## src/rtl/trf_pkg.sv

```systemverilog
// shared types, constants and helpers for the trace record ring
package trf_pkg;

    localparam int CAPACITY    = 256;
    localparam int RECORD_BITS = 32;
    localparam int SLOT_W      = (CAPACITY > 1) ? $clog2(CAPACITY) : 1;
    localparam int WORD_BITS   = 32;

    typedef enum logic [0:0] {
        ACT_WRITE = 1'b0,
        ACT_READ  = 1'b1
    } action_t;

    typedef enum logic [1:0] {
        ST_OK    = 2'd0,
        ST_FULL  = 2'd1,
        ST_EMPTY = 2'd2
    } status_t;

    typedef logic [SLOT_W-1:0]      slot_t;
    typedef logic [RECORD_BITS-1:0] record_t;
    typedef logic [WORD_BITS-1:0]   word_t;

    typedef struct packed {
        action_t action;
        word_t   payload;
    } item_t;

    typedef struct packed {
        status_t status;
        word_t   read_payload;
        word_t   read_seq;
        word_t   drop_count;
    } result_t;

    typedef struct packed {
        logic    wr_en;
        slot_t   wr_addr;
        record_t wr_data;
        logic    rd_en;
        slot_t   rd_addr;
    } ram_req_t;

    typedef struct packed {
        logic    valid;
        logic    hit;
        status_t status;
        word_t   read_seq;
        word_t   drop_count;
    } resp_t;

    function automatic record_t to_record(input word_t w);
        logic [RECORD_BITS+WORD_BITS-1:0] wide;
        wide = {{RECORD_BITS{1'b0}}, w};
        return wide[RECORD_BITS-1:0];
    endfunction

    function automatic word_t from_record(input record_t r);
        logic [RECORD_BITS+WORD_BITS-1:0] wide;
        wide = {{WORD_BITS{1'b0}}, r};
        return wide[WORD_BITS-1:0];
    endfunction

    function automatic slot_t next_slot(input slot_t s);
        logic [SLOT_W:0] inc;
        inc = {1'b0, s} + 1'b1;
        return (inc >= (SLOT_W+1)'(CAPACITY)) ? '0 : inc[SLOT_W-1:0];
    endfunction

endpackage

```

## src/rtl/trf_ctrl.sv

```systemverilog
// cursor, occupancy and drop counter logic with the registered response
module trf_ctrl (
    input  logic             clk,
    input  logic             rst_n,
    input  logic             accept,
    input  trf_pkg::item_t   item,
    output trf_pkg::ram_req_t ram_req,
    output trf_pkg::resp_t   resp
);

    trf_pkg::word_t   wr_cur_reg, wr_cur_next;
    trf_pkg::word_t   rd_cur_reg, rd_cur_next;
    trf_pkg::word_t   drop_reg, drop_next;
    trf_pkg::slot_t   wr_slot_reg, wr_slot_next;
    trf_pkg::slot_t   rd_slot_reg, rd_slot_next;
    trf_pkg::resp_t   resp_reg, resp_next;
    trf_pkg::word_t   held;
    logic             full;
    logic             empty;

    always_comb
    begin
        held         = wr_cur_reg - rd_cur_reg;
        full         = held >= trf_pkg::word_t'(trf_pkg::CAPACITY);
        empty        = held == '0;
        wr_cur_next  = wr_cur_reg;
        rd_cur_next  = rd_cur_reg;
        drop_next    = drop_reg;
        wr_slot_next = wr_slot_reg;
        rd_slot_next = rd_slot_reg;
        ram_req.wr_en   = 1'b0;
        ram_req.wr_addr = wr_slot_reg;
        ram_req.wr_data = trf_pkg::to_record(item.payload);
        ram_req.rd_en   = 1'b0;
        ram_req.rd_addr = rd_slot_reg;
        resp_next.valid      = accept;
        resp_next.hit        = 1'b0;
        resp_next.status     = trf_pkg::ST_OK;
        resp_next.read_seq   = '0;
        if (accept)
        begin
            if (item.action == trf_pkg::ACT_WRITE)
            begin
                if (full)
                begin
                    resp_next.status = trf_pkg::ST_FULL;
                    if (drop_reg != '1)
                    begin
                        drop_next = drop_reg + 1'b1;
                    end
                end
                else
                begin
                    ram_req.wr_en = 1'b1;
                    wr_slot_next  = trf_pkg::next_slot(wr_slot_reg);
                    wr_cur_next   = wr_cur_reg + 1'b1;
                end
            end
            else
            begin
                if (empty)
                begin
                    resp_next.status = trf_pkg::ST_EMPTY;
                end
                else
                begin
                    ram_req.rd_en      = 1'b1;
                    resp_next.hit      = 1'b1;
                    resp_next.read_seq = rd_cur_reg;
                    rd_slot_next       = trf_pkg::next_slot(rd_slot_reg);
                    rd_cur_next        = rd_cur_reg + 1'b1;
                end
            end
        end
        resp_next.drop_count = drop_next;
    end

    always_ff @(posedge clk or negedge rst_n)
    begin
        if (!rst_n)
        begin
            wr_cur_reg  <= '0;
            rd_cur_reg  <= '0;
            drop_reg    <= '0;
            wr_slot_reg <= '0;
            rd_slot_reg <= '0;
            resp_reg    <= '0;
        end
        else
        begin
            wr_cur_reg  <= wr_cur_next;
            rd_cur_reg  <= rd_cur_next;
            drop_reg    <= drop_next;
            wr_slot_reg <= wr_slot_next;
            rd_slot_reg <= rd_slot_next;
            resp_reg    <= resp_next;
        end
    end

    assign resp = resp_reg;

endmodule
```

## config.mk

```make
export PLATFORM = sky130hd
export DESIGN_NAME = trf_ctrl
export DESIGN_NICKNAME = d
export VERILOG_FILES = /design/src/rtl/trf_pkg.sv /design/src/rtl/trf_ctrl.sv
export SDC_FILE = /design/constraint.sdc
export NUM_CORES = 1
export LEC_CHECK = 0
export ABC_AREA = 1
export BUFFER_PORTS_ARGS = -buffer_cell sky130_fd_sc_hd__clkbuf_2
export CORE_AREA = 3 3 162 204
export DETAILED_ROUTE_END_ITERATION = 10
export DIE_AREA = 0 0 165 207
export GPL_TIMING_DRIVEN = 0
export PLACE_DENSITY_LB_ADDON = 0.2
export SLEW_MARGIN = 20
export SYNTH_ARGS = -nofsm -noshare
export SYNTH_HDL_FRONTEND = slang
export SYNTH_SLANG_ARGS = --single-unit
```

## constraint.sdc

```tcl
create_clock -name clk -period 3.8 [get_ports clk]
set_input_delay 0.38 -clock clk [delete_from_list [all_inputs] [get_ports clk]]
set_output_delay 0.38 -clock clk [all_outputs]
set_load 0.02 [all_outputs]
```

; Word-level counts from Yosys, hierarchy flattened
; Index checks and enable logic that the tools add are counted.
[totals]
reg_bits = 148
[op_classes]
n_lt_le_gt_ge = 3
n_addsub = 6
eq_ne = 1
n_bitwise = 3
n_reduce_logical = 4
muxes = 14
[ops]
columns = op, n
row1 = "adder 32 x 1 -> 32 bit, second input constant", 3
row2 = two-way mux 32 bit, 2
row3 = two-way mux 35 bit, 1
row4 = "greater-or-equal comparator 32 x 9 -> 1 bit, second input constant", 1
row5 = logical NOT 32 bit, 1
row6 = "!= test 32 bit, second input constant", 1
row7 = subtractor 32 bit, 1
row8 = "adder 8 x 1 -> 9 bit, second input constant", 2
row9 = "greater-or-equal comparator 9 bit, second input constant", 2
row10 = two-way mux 8 bit, 2
row11 = two-way mux 1 bit, 7
row12 = AND reduction 3 bit, 2
row13 = two-way mux 2 bit, 2
row14 = AND reduction 4 bit, 1
row15 = inverter 1 bit, 3

; Logic depth before layout (Yosys ltp)
[logic_depth]
depth_word = 5
ltp_mapped = 22
ltp_nobuf = 21

; Worst setup path after synthesis
; OpenSTA, ideal clock, no wires.
[synth_path]
kind = register -> output
startpoint = register rd_cur_reg[2]
endpoint = output ram_req[8] (netlist name)
setup_slack_ps = 932
arrival_ps = 2488
path_stages_with_launch = 20
path_cell_list = dfrtp_1 > inv_1 > ha_1 > or2_1 > nand3_1 > nand2_1 > nand2_1 > nand2_1 > nand2_1 > nand2_1 > nand2_1 > nand2_1 > nor2_1 > nand3_1 > nor2_4 > nand2_2 > nand2_4 > buf_4 > inv_1 > buf_4
[synth_rtl]
columns = element, line
row1 = "start, declared", trf_ctrl.sv:12  ; trf_pkg::word_t rd_cur_reg, rd_cur_next;
row2 = "start signal, assigned", trf_ctrl.sv:92  ; rd_cur_reg <= rd_cur_next;
row3 = "end, declared", trf_ctrl.sv:7  ; output trf_pkg::ram_req_t ram_req,

==> reports/metrics.yaml <==
fin_setup_tns_ns: 0
drc: 0
insertion_delay_ns: 0.44
post_drt_wl_per_cell_microns: 16.00
fp-row-count: 73
clock-sinks: 148
routed.top_layer: "met4"
yosysWarnings: 0
core_area_sq_mm: 0.03151
multiInputGateArea_sq_mm: 0.006643
hold_slack_ns: 0.06777
place_hpwl_microns: 29040
clock_skew_ns: 0.01204
wl_met2_microns: 19450
antenna_found_initial: 0
grt_util_all_layers_pct: 21.51
syn2layout_area_growth_pct: 22.12
antenna_left: 0
synth_seq_area_share_pct: 33.03
crit_type: "flop to output pin"
floorplan.initialDensity_pct: 35.58
drt-met1-wl_microns: 15080
cp_max_fo: 6
fmax_mhz: 275.8
crit_path_start_kind: "flop"
path_delay_family: "simple AND/OR/NAND/NOR gates"
first_global_vias: 10970
clock_tree.buffer_depth: 2
grt_pass1_wl_microns: 57750
wl_microns: 37030
power.leakage_nw: 7.158
nFillCells: 3311
cts_tree: "yes"
crit_buf_inv: 5
io_pins: 154
yosysUniqueCellTypes: 33
hold_viol: 0
min_path_type: "input pin to flop"
drt_first_pass_iters: 5
met3WireLength_microns: 1121
grt_overflow: 0
via_count: 11110
die_area_sq_mm: 0.03416
viasPerCell: 4.801
cp_data_arrival_time_ns: 3.25
slew_violations: 0
cp-end-kind: "output pin"
crit_slowest_cell: "dfrtp_1"
die-height_microns: 207
drtIter0Drc: 789
yosys_register_bits: 148
htree_levels: 4
yosysTopAreaCell: "dfrtp_1"
synth_fp_nets: 1790
grt_max_degree: 85
cp_cell_sequence: "inv_2 > ha_4 > nand2_1 > inv_1 > nand2_1 > nand2_1 > nand2_1 > nand2_1 > a21oi_1 > nand2_1 > nand2_1 > nand2_1 > nor2_1 > nand3_1 > nor2_4 > nand2_4 > nand2_8 > inv_1 > buf_4 > clkbuf_2"
avgSynthCellArea_sq_um: 6.527
port_buffers: 121
seq_area_sq_mm: 0.003727
status: "finished, final reports clean"
yosysTopAreaCellShare_pct: 33.03
postSynthCellCount: 1718
largest_reg_flops: 68
crit_top_cell: "nand2_1"
worst_pin_slew_ns: 0.5914
drive_above_1_share_pct: 19.14
n_antenna_cell: 0
synth_area_sq_mm: 0.01121
synthTopCellsByArea: "dfrtp_1 33%, nand2_1 22%, inv_1 7.9%"
p_per_area_mw_per_mm2: 344.0
cap_violations: 0
min_period_ns: 3.626
nNetsFinal: 1961
cts-root-buf: "clkbuf_16"
fp.dieW_microns: 165
cts_buffers: 17
max-slew-margin-rel_pct: 60.21
path_clk_slew_ns: 0.06
setup_viol: 0
vdd_drop_max_mv: 0.2169
required_ns: 3.42
place_congestion: 0.9300
min_period_over_period_pct: 95.42
cpPeakStageDelay_ns: 0.42
## layout make-up
cell class | count | share of cell area [%]
Buffer | 71 | 3.454
Clock buffer | 21 | 3.216
Clock inverter | 11 | 0.7584
Inverter | 242 | 6.670
Multi-Input combinational cell | 1256 | 48.51
Sequential cell | 148 | 27.22
Tap cell | 412 | 3.765
Timing Repair Buffer | 153 | 6.405
## power by group
part           internal (mW)  switching, mW  total (mW)
combinational          0.474          0.875        1.35
sequential              1.64         0.0717        1.71
clock                  0.904          0.747        1.65
total                   3.02           1.69        4.71
## Yosys cell counts, drive strengths merged
library cell / n
xnor2: 22
nor3: 46
ha: 36
a21oi: 19
dfrtp: 148
nor4: 20
nor4b: 1
or2: 5
nand3b: 5
clkbuf: 19
nand4: 64
clkinv: 2
xor2: 78
inv: 240
nor2: 179
o21bai: 1
o21ai: 4
nand3: 128
nand2: 647
buf: 53
and2: 1
## placed cells by master (no fill, tap or decap), types with 23 or more instances in the layout
| master | count |
|---|---|
| buf_4 | 68 |
| clkbuf_1 | 23 |
| clkbuf_2 | 119 |
| dfrtp_1 | 129 |
| ha_4 | 26 |
| inv_1 | 217 |
| nand2_1 | 623 |
| nand3_1 | 120 |
| nand4_1 | 63 |
| nor2_1 | 156 |
| nor3_1 | 46 |
| xor2_1 | 78 |
## worst paths after layout
path | startpoint | to | slack [ns] | depth (start not counted)
setup / recovery | rd_cur_reg[16] | ram_req[8] | 0.17 | 20
hold / removal | accept | resp[67] | 0.07 | 1
setup reg to reg | rd_cur_reg[16] | wr_cur_reg[14] | 0.56 | 21
hold reg to reg | wr_slot_reg[5] | wr_slot_reg[5] | 0.51 | 2
max in group asynchronous | rst_n | rd_cur_reg[21] | 2.43 | 3
min in group asynchronous | rst_n | resp[20] | 0.50 | 2
## timing repair
action / CTS / global route
resized for setup: 46 / 83
setup buffers: 8 / 22
endpoints found under the setup margin: 2 / 2
pin swaps: 4 / 9
hold buffers: 1 / 0
endpoints found under the hold margin: 64 / 0
## routing by layer
layer,global-route usage [%],vias to the layer above
li1,-,5659
met1,24.70,5160
met2,39.51,236
met3,2.781,54
met4,8.681,0
met5,0,-
## kinds of logic after synthesis
kind of cell	share of synthesized area [%]
AND/OR/NAND/NOR	41.73
adder cells (fa/ha/maj)	4.017
XOR/XNOR	7.811
flip-flops	33.03
buffers and inverters	12.32
AO/OA/AOI/OAI	1.094
## through the flow
stage / setup WS, ns / cell area [sq um] / power [mW] / instances / utilization [%]
3_3_place_gp: -0.4971 / 12330 / 2.966 / 2251 / 39.14
5_1_grt: -0.01092 / 13690 / 4.988 / 2314 / 43.45
3_5_place_dp: -0.3573 / 12370 / 2.980 / 2252 / 39.26
4_1_cts: -0.02090 / 13220 / 4.686 / 2292 / 41.96
6_report: 0.1740 / 13690 / 4.710 / 2314 / 43.45
2_1_floorplan: 0.9323 / 11210 / 2.601 / 1718 / -
No activity file was read; power rests on OpenSTA's default activity.
